[config.mk]
export PLATFORM = sky130hd
export DESIGN_NAME = recent_source_table_with_aging
export DESIGN_NICKNAME = d
export VERILOG_FILES = /design/src/rtl/rstwa_pkg.sv /design/src/rtl/recent_source_table_with_aging.sv /design/src/rtl/rstwa_calc.sv
export SDC_FILE = /design/constraint.sdc
export NUM_CORES = 1
export LEC_CHECK = 0
export ABC_AREA = 0
export BUFFER_PORTS_ARGS = -buffer_cell sky130_fd_sc_hd__buf_2
export CAP_MARGIN = 25
export CORE_ASPECT_RATIO = 0.8
export CORE_MARGIN = 2
export CORE_UTILIZATION = 40
export CTS_CLUSTER_DIAMETER = 50
export DETAILED_ROUTE_END_ITERATION = 16
export PLACE_DENSITY_LB_ADDON = 0.25
export SLEW_MARGIN = 20
export SYNTH_ARGS = -nofsm -noshare
export SYNTH_HDL_FRONTEND = slang
export SYNTH_SLANG_ARGS = --single-unit
export TNS_END_PERCENT = 30
[constraint.sdc]
create_clock -name i_clk -period 33.1 [get_ports i_clk]
set_input_delay 6.62 -clock i_clk [delete_from_list [all_inputs] [get_ports i_clk]]
set_output_delay 6.62 -clock i_clk [all_outputs]
set_load 0.005 [all_outputs]
[src/rtl/rstwa_pkg.sv]
// Package: shared types and constants for the recent source table with aging.
`timescale 1ns / 1ps

package rstwa_pkg;

    // Operation codes of an input item
    localparam logic OP_EVENT = 1'b0;
    localparam logic OP_TICK  = 1'b1;

    // Configuration register indexes
    localparam logic CFG_TIMEOUT   = 1'b0;
    localparam logic CFG_THRESHOLD = 1'b1;

    // Configuration reset values
    localparam logic [15:0] TIMEOUT_RESET   = 16'd30;
    localparam logic [1:0]  THRESHOLD_RESET = 2'd3;

    // Slot code reported for a tick
    localparam logic [1:0] SLOT_NONE = 2'd3;

    // Input item
    typedef struct packed {
        logic        op;
        logic [15:0] src_addr;
        logic [31:0] now_sec;
    } t_in;

    // Result item
    typedef struct packed {
        logic       alarm_on;
        logic [1:0] active_count;
        logic [1:0] slot_used;
        logic [2:0] expired_mask;
    } t_out;

endpackage

[src/rtl/recent_source_table_with_aging.sv]
// Top level: recent source table with aging, input and result registers.
// An item goes into the input register and moves on to the result register
//   when that register is free or drained. Throughput: one item per cycle while
//   the output is not stalled; the table update is a single compare pass over
//   all entries between the input register and the result register.
// Reset (synchronous, active low): all entries empty, alarm off,
//   timeout 30 s, alarm threshold 3; no clearing pass is needed.
`timescale 1ns / 1ps

module recent_source_table_with_aging import rstwa_pkg::*; #(
    parameter int ENTRIES = 3
) (
    input  logic        i_clk,
    input  logic        i_rst_n,
    input  logic        i_cfg_we,
    input  logic        i_cfg_idx,
    input  logic [15:0] i_cfg_data,
    input  logic        i_in_valid,
    output logic        o_in_stall,
    input  t_in         i_in_data,
    output logic        o_out_valid,
    input  logic        i_out_stall,
    output t_out        o_out_data
);

    logic [15:0]        r_timeout;
    logic [1:0]         r_threshold;
    logic               r_in_valid;
    t_in                r_in;
    logic               r_out_valid;
    t_out               r_out;
    logic [15:0]        r_addr  [ENTRIES];
    logic [31:0]        r_stamp [ENTRIES];
    logic [ENTRIES-1:0] r_valid;
    logic               r_alarm;

    logic [15:0]        n_addr  [ENTRIES];
    logic [31:0]        n_stamp [ENTRIES];
    logic [ENTRIES-1:0] n_valid;
    logic               n_alarm;
    t_out               n_out;
    logic               advance;

    // Item moves to the result register when that register is free or drained
    assign advance     = r_in_valid && (!r_out_valid || !i_out_stall);
    assign o_in_stall  = r_in_valid && !advance;
    assign o_out_valid = r_out_valid;
    assign o_out_data  = r_out;

    // Configuration registers
    always_ff @(posedge i_clk) begin
        if (!i_rst_n) begin
            r_timeout   <= TIMEOUT_RESET;
            r_threshold <= THRESHOLD_RESET;
        end else if (i_cfg_we) begin
            case (i_cfg_idx)
                CFG_TIMEOUT:   r_timeout   <= i_cfg_data;
                CFG_THRESHOLD: r_threshold <= i_cfg_data[1:0];
                default:       r_timeout   <= r_timeout;
            endcase
        end
    end

    // Input register
    always_ff @(posedge i_clk) begin
        if (!i_rst_n) begin
            r_in_valid <= 1'b0;
        end else if (!o_in_stall) begin
            r_in_valid <= i_in_valid;
        end
    end

    always_ff @(posedge i_clk) begin
        if (i_in_valid && !o_in_stall) begin
            r_in <= i_in_data;
        end
    end

    // Table update logic
    rstwa_calc #(
        .ENTRIES(ENTRIES)
    ) u_calc (
        .i_item      (r_in),
        .i_timeout   (r_timeout),
        .i_threshold (r_threshold),
        .i_addr      (r_addr),
        .i_stamp     (r_stamp),
        .i_valid     (r_valid),
        .i_alarm     (r_alarm),
        .o_addr      (n_addr),
        .o_stamp     (n_stamp),
        .o_valid     (n_valid),
        .o_alarm     (n_alarm),
        .o_result    (n_out)
    );

    // Table state
    always_ff @(posedge i_clk) begin
        if (!i_rst_n) begin
            r_valid <= '0;
            r_alarm <= 1'b0;
        end else if (advance) begin
            r_valid <= n_valid;
            r_alarm <= n_alarm;
        end
    end

    always_ff @(posedge i_clk) begin
        if (advance) begin
            r_addr  <= n_addr;
            r_stamp <= n_stamp;
        end
    end

    // Result register
    always_ff @(posedge i_clk) begin
        if (!i_rst_n) begin
            r_out_valid <= 1'b0;
        end else if (advance) begin
            r_out_valid <= 1'b1;
        end else if (!i_out_stall) begin
            r_out_valid <= 1'b0;
        end
    end

    always_ff @(posedge i_clk) begin
        if (advance) begin
            r_out <= n_out;
        end
    end

endmodule

[src/rtl/rstwa_calc.sv]
// Combinational update of the table for one event or tick.
`timescale 1ns / 1ps

module rstwa_calc import rstwa_pkg::*; #(
    parameter int ENTRIES = 3
) (
    input  t_in         i_item,
    input  logic [15:0] i_timeout,
    input  logic [1:0]  i_threshold,
    input  logic [15:0] i_addr  [ENTRIES],
    input  logic [31:0] i_stamp [ENTRIES],
    input  logic [ENTRIES-1:0] i_valid,
    input  logic        i_alarm,
    output logic [15:0] o_addr  [ENTRIES],
    output logic [31:0] o_stamp [ENTRIES],
    output logic [ENTRIES-1:0] o_valid,
    output logic        o_alarm,
    output t_out        o_result
);

    localparam int IDX_W = (ENTRIES > 1) ? $clog2(ENTRIES) : 1;
    localparam int CNT_W = $clog2(ENTRIES + 1);
    localparam int CMP_W = (CNT_W > 2) ? CNT_W : 2;
    localparam int MW    = (ENTRIES < 3) ? ENTRIES : 3;

    logic               hit_found;
    logic [IDX_W-1:0]   hit_idx;
    logic               empty_found;
    logic [IDX_W-1:0]   empty_idx;
    logic [IDX_W-1:0]   old_idx;
    logic [31:0]        old_age;
    logic [31:0]        age     [ENTRIES];
    logic [IDX_W-1:0]   slot;
    logic [ENTRIES-1:0] expired;
    logic [CNT_W-1:0]   count;

    // Age of every entry, modulo 2^32
    always_comb begin
        for (int i = 0; i < ENTRIES; i++) begin
            age[i] = i_item.now_sec - i_stamp[i];
        end
    end

    // Slot choice: matching address, then first empty, then oldest
    always_comb begin
        hit_found   = 1'b0;
        hit_idx     = '0;
        empty_found = 1'b0;
        empty_idx   = '0;
        old_idx     = '0;
        old_age     = age[0];
        for (int i = 0; i < ENTRIES; i++) begin
            if (!hit_found && i_valid[i] && (i_addr[i] == i_item.src_addr)) begin
                hit_found = 1'b1;
                hit_idx   = IDX_W'(i);
            end
            if (!empty_found && !i_valid[i]) begin
                empty_found = 1'b1;
                empty_idx   = IDX_W'(i);
            end
        end
        for (int i = 1; i < ENTRIES; i++) begin
            if (age[i] > old_age) begin
                old_age = age[i];
                old_idx = IDX_W'(i);
            end
        end
        if (hit_found) begin
            slot = hit_idx;
        end else if (empty_found) begin
            slot = empty_idx;
        end else begin
            slot = old_idx;
        end
    end

    // Entries freed by a tick
    always_comb begin
        for (int i = 0; i < ENTRIES; i++) begin
            expired[i] = (i_item.op == OP_TICK) && i_valid[i]
                         && (age[i] >= {16'd0, i_timeout});
        end
    end

    // Next table contents
    always_comb begin
        for (int i = 0; i < ENTRIES; i++) begin
            o_addr[i]  = i_addr[i];
            o_stamp[i] = i_stamp[i];
            o_valid[i] = i_valid[i] && !expired[i];
            if ((i_item.op == OP_EVENT) && (slot == IDX_W'(i))) begin
                o_addr[i]  = i_item.src_addr;
                o_stamp[i] = i_item.now_sec;
                o_valid[i] = 1'b1;
            end
        end
    end

    // Occupancy and alarm
    always_comb begin
        count = '0;
        for (int i = 0; i < ENTRIES; i++) begin
            count = count + CNT_W'(o_valid[i]);
        end
        o_alarm = i_alarm;
        if (i_item.op == OP_EVENT) begin
            if (CMP_W'(count) >= CMP_W'(i_threshold)) begin
                o_alarm = 1'b1;
            end
        end else if (|expired) begin
            o_alarm = 1'b0;
        end
    end

    // Result fields
    always_comb begin
        o_result.alarm_on     = o_alarm;
        o_result.active_count = 2'(count);
        o_result.slot_used    = (i_item.op == OP_TICK) ? SLOT_NONE : 2'(slot);
        o_result.expired_mask = 3'(expired[MW-1:0]);
    end

endmodule
# Word level (Yosys, flattened, before mapping)
# Index checks and enable logic that the tools add are counted.
# word_totals
register_bits	225
word_cells	103
# op_classes
n_addsub	5
magnitude_cmp	6
n_eq_ne	6
mux	23
n_bitwise	2
reduce_logical	42
# ops
cell	count
$ge 32x16->1	3
$sub 32x32->32	3
$gt 32x32->1	2
$eq 16x16->1	3
$mux 32	1
$logic_and 1x1->1	22
$mux 1	17
$logic_not 1->1	12
$mux 2	5
$reduce_and 2->1	5
$reduce_or 3->1	1
$add 1x1->2	1
$add 2x1->2	1
$eq 2x1->1 const B	1
$eq 2x2->1 const B	1
$ge 2x2->1	1
$logic_not 2->1	1
$ne 2x1->1 const B	1
$not 1->1	2
$logic_or 1x1->1	1

# Depth between registers and ports, before layout
# depth
word_depth	20
ltp_mapped	44

# Cells and area by module
# From an unflattened synthesis, not the netlist that was laid out.
# unflattened
cells_unflattened	1881
area_unflattened_um2	18407.7
# by_module_without_submodules
mod	n_inst	cells_each	area_per_inst_um2	seq_area_each_um2
rstwa_calc	1	1574	11446.0	0.0
recent_source_table_with_aging	1	307	6961.7	6516.2

# Worst setup path after synthesis
# Ideal clock, no wire load.
# synth_path
path_kind	input to output
start	in i_out_stall
end	out o_in_stall
arrival_ns	6.808
t_required_ns	26.480
setup_slack_ns	19.672
stages	1
path_buffers	0
path_cell_list	and3_1
# synth_via
elab_chain_cells	5
# synth_lines
element	line_no	rtl
start: declaration	recent_source_table_with_aging.sv:22	input logic i_out_stall,
$logic_not 1->1	--	
$logic_or 1x1->1	recent_source_table_with_aging.sv:45	assign advance = r_in_valid && (!r_out_valid || !i_out_stall);
$logic_and 1x1->1	recent_source_table_with_aging.sv:45	
$logic_not 1->1	recent_source_table_with_aging.sv:46	assign o_in_stall = r_in_valid && !advance;
$logic_and 1x1->1	recent_source_table_with_aging.sv:46	
end: declaration	recent_source_table_with_aging.sv:19	output logic o_in_stall,
# Every way passes these cells.

# Final worst setup path
# Same ends and word-level chain as after synthesis.

==> results.txt <==
Max_cap viols -> 0
Netlist cell types -> 82
Antenna violations before repair -> 1
Sequential share of the synthesized area -> 40.3%
Pins Over Slew Limit -> 0
# nets final -> 1979
Setup-failing EPs final -> 0
Die area -> 0.0420 sq mm
Initial Utilization -> 40.8%
CP startpoint kind -> input port
Status -> finished, final reports clean
Post-Layout Cell Count -> 2255
Area of the core -> 0.0396 sq mm
First-pass GRT wire length -> 65500 um
Final hold vios -> 0
Grt ovf -> 0
Htree depth -> 1
Die Width -> 229 um
# hold bufs at CTS -> 0
Total GRT Usage -> 19.8%
Post-synthesis area per instance -> 10.0 sq um
Via density per instance -> 5.50
Synth Instances -> 1611
R2r worst-path depth -> 39
Critical path class -> input port to output pin
I/O Buffers -> 80
# rows -> 65
Reg2reg end -> o_out_data[7]$_DFFE_PP_
Clock latency on the worst-skew pair -> 0.57 ns
Post-CTS setup buffers -> 0
Hold crit path type -> register to register
Synth-to-Final Area Change -> 12.4%
Fmax -> 72.9 MHz
Asr flop ratio synth -> 0%
Shortest period the worst path allows -> 13.71 ns
R2R Setup Slk -> 23.15 ns
Number of global-route vias before repair -> 12100
Post-synth EDFFs -> 201
RR Startpoint -> r_in[0]$_DFFE_PP_
Largest net degree at the start of global routing -> 50
Router iterations before antenna repair -> 5
Power Dens Cells -> 47.5 mW/mm^2
Seq cells post-synth -> 225
DRC -> 0
Leak Pwr -> 7.60 nW
Hold Crit Depth -> 2
Num CTS Buffers -> 29
Clock slew seen by the registers of the worst setup and hold paths -> 0.05 ns
Ports -> 81
Worst hold endpoint -> r_timeout[5]$_SDFFE_PN0P_
Max clock buf depth -> 3
Drt total wl -> 42000 um
Placed Cells -> 2202
Sink Count -> 225
Initial DRC Count -> 889
Wirelength per Cell -> 18.6 um
PostCTS Resize Cnt -> 0
Unrepaired setup endpoints after global routing -> false
Clock Skew -> 0.0109 ns
Critical Path AT -> 7.09 ns
Die H -> 184 um
Final GP Congestion -> 0.909
Tcrit/Tclk final -> 41.4%
Worst-Margin Slew -> 1.01 ns
Max-slew headroom -> 32.4%
Root Buffer -> clkbuf_16
Syn. warnings -> 0
Antenna-violating nets left -> 0
Total Neg Setup Slack -> 0 ns
Hold Path Origin -> r_timeout[5]$_SDFFE_PN0P_
Power Total -> 0.000862 W
Setup crit end kind -> output pin
Final HPWL DP -> 33800 um
Total number of vias -> 12400
CTS tree -> built
Share of cells above drive strength 1 -> 9.20%
Main synth FF type -> edfxtp_1
Syn nets -> 1893
Req. time, crit path -> 26.48 ns
Worst vdd ir -> 0.0000592 V
Post-synthesis cell area -> 0.0162 sq mm
CP max FO -> 3
[flip-flops by register name (all words and copies together) (netlist names)]
register,cells
o_out_data,8
o_out_valid,1
r_stamp,96
r_threshold,2
r_in,49
r_timeout,16
r_addr,48
r_in_valid,1
r_alarm,1
r_valid,3
[layout by cell type (no fill, tap or decap), drive strengths merged, types with 61 or more instances in the layout]
master,netlist,final
ha,207,207
edfxtp,201,201
inv,159,162
a21oi,142,142
nand2,125,125
buf,5,90
o21ai,74,74
nor2,71,71
xnor2,70,70
xor2,61,61
[layer usage]
| layer | track usage (%) | vias to the layer above | share of wire, % |
|---|---|---|---|
| li1 | - | 6144 | - |
| met1 | 28.5 | 5884 | 48 |
| met2 | 31.7 | 318 | 44 |
| met3 | 2.48 | 54 | 5.8 |
| met4 | 4.60 | 0 | 2.1 |
| met5 | 0 | - | 0 |
[cell families (layout without fill, tap and decap cells)]
kind of cell	count (synthesis)	after routing	synth area share, %
other cells	0	1	0
fa+ha+maj	211	211	16.5
buf+inv	194	301	4.68
xor+xnor	131	131	7.10
simple gates	390	390	12.1
flops	225	225	40.3
mux	23	23	1.43
compound gates	437	437	17.9
[cell usage after synthesis (7+ instances only)]
cell type | n | area share [%]
o21a_1 | 25 | 1.2
nor4_1 | 17 | 0.66
nand2b_1 | 16 | 0.62
nor2b_1 | 16 | 0.62
nand3_1 | 31 | 0.96
a21o_1 | 54 | 2.5
dfxtp_1 | 24 | 3.0
xnor2_1 | 70 | 3.8
o211ai_1 | 19 | 0.88
edfxtp_1 | 201 | 37
o21ai_0 | 71 | 2.2
nand2_1 | 125 | 2.9
mux2i_1 | 22 | 1.4
o31ai_1 | 11 | 0.51
clkbuf_1 | 29 | 0.67
a21oi_1 | 141 | 4.4
a21boi_0 | 16 | 0.74
o21bai_1 | 9 | 0.42
nor2_1 | 70 | 1.6
nand4_1 | 39 | 1.5
a211oi_1 | 16 | 0.74
ha_1 | 207 | 16
inv_1 | 158 | 3.7
nor3_1 | 22 | 0.68
and4_1 | 11 | 0.60
or3_1 | 7 | 0.27
a31oi_1 | 11 | 0.43
xor2_1 | 61 | 3.3
[how the worst max path moves through the flow]
stage | end | slack [ns] | depth (start not counted) | startpoint
after CTS | o_in_stall | 19.39 | 3 | i_out_stall
after global routing | o_in_stall | 19.34 | 3 | i_out_stall
after floorplan | o_in_stall | 19.67 | 1 | i_out_stall
after global placement | o_in_stall | 19.39 | 3 | i_out_stall
after detailed placement | o_in_stall | 19.39 | 3 | i_out_stall
final | o_in_stall | 19.39 | 3 | i_out_stall
[area by class of cell]
class / count / area, sq um
fill: 3757 / 21400
multi-input combinational: 1192 / 8910
sequential: 225 / 6520
clock buffer: 39 / 806
tap: 536 / 671
inverter: 159 / 597
timing repair buffer: 90 / 488
clock inverter: 13 / 174
antenna: 1 / 2.50
[per-stage QoR]
step	setup slack (ns)	hold WS [ns]	cell area (sq um)	util (%)
6_report	19.39	0.467	18200	45.9
2_1_floorplan	19.67	0.437	16200	-
3_5_place_dp	19.39	0.459	17200	43.4
3_3_place_gp	19.39	0.456	17200	43.3
4_1_cts	19.39	0.466	18200	45.9
5_1_grt	19.34	0.501	18200	45.9
[power by group]
part           leakage (nW)  internal, W  switching, W
Combinational          5.07    0.0000865      0.000128
Clock                 0.476     0.000195      0.000123
Sequential             2.06     0.000319     0.0000102
Total                  7.60     0.000601      0.000262
[worst max-delay path, cell delays in order]
cell	delay, ns
buf_2	0.09
and3_1	0.24
buf_2	0.14
No activity file was read; power rests on OpenSTA's default activity.
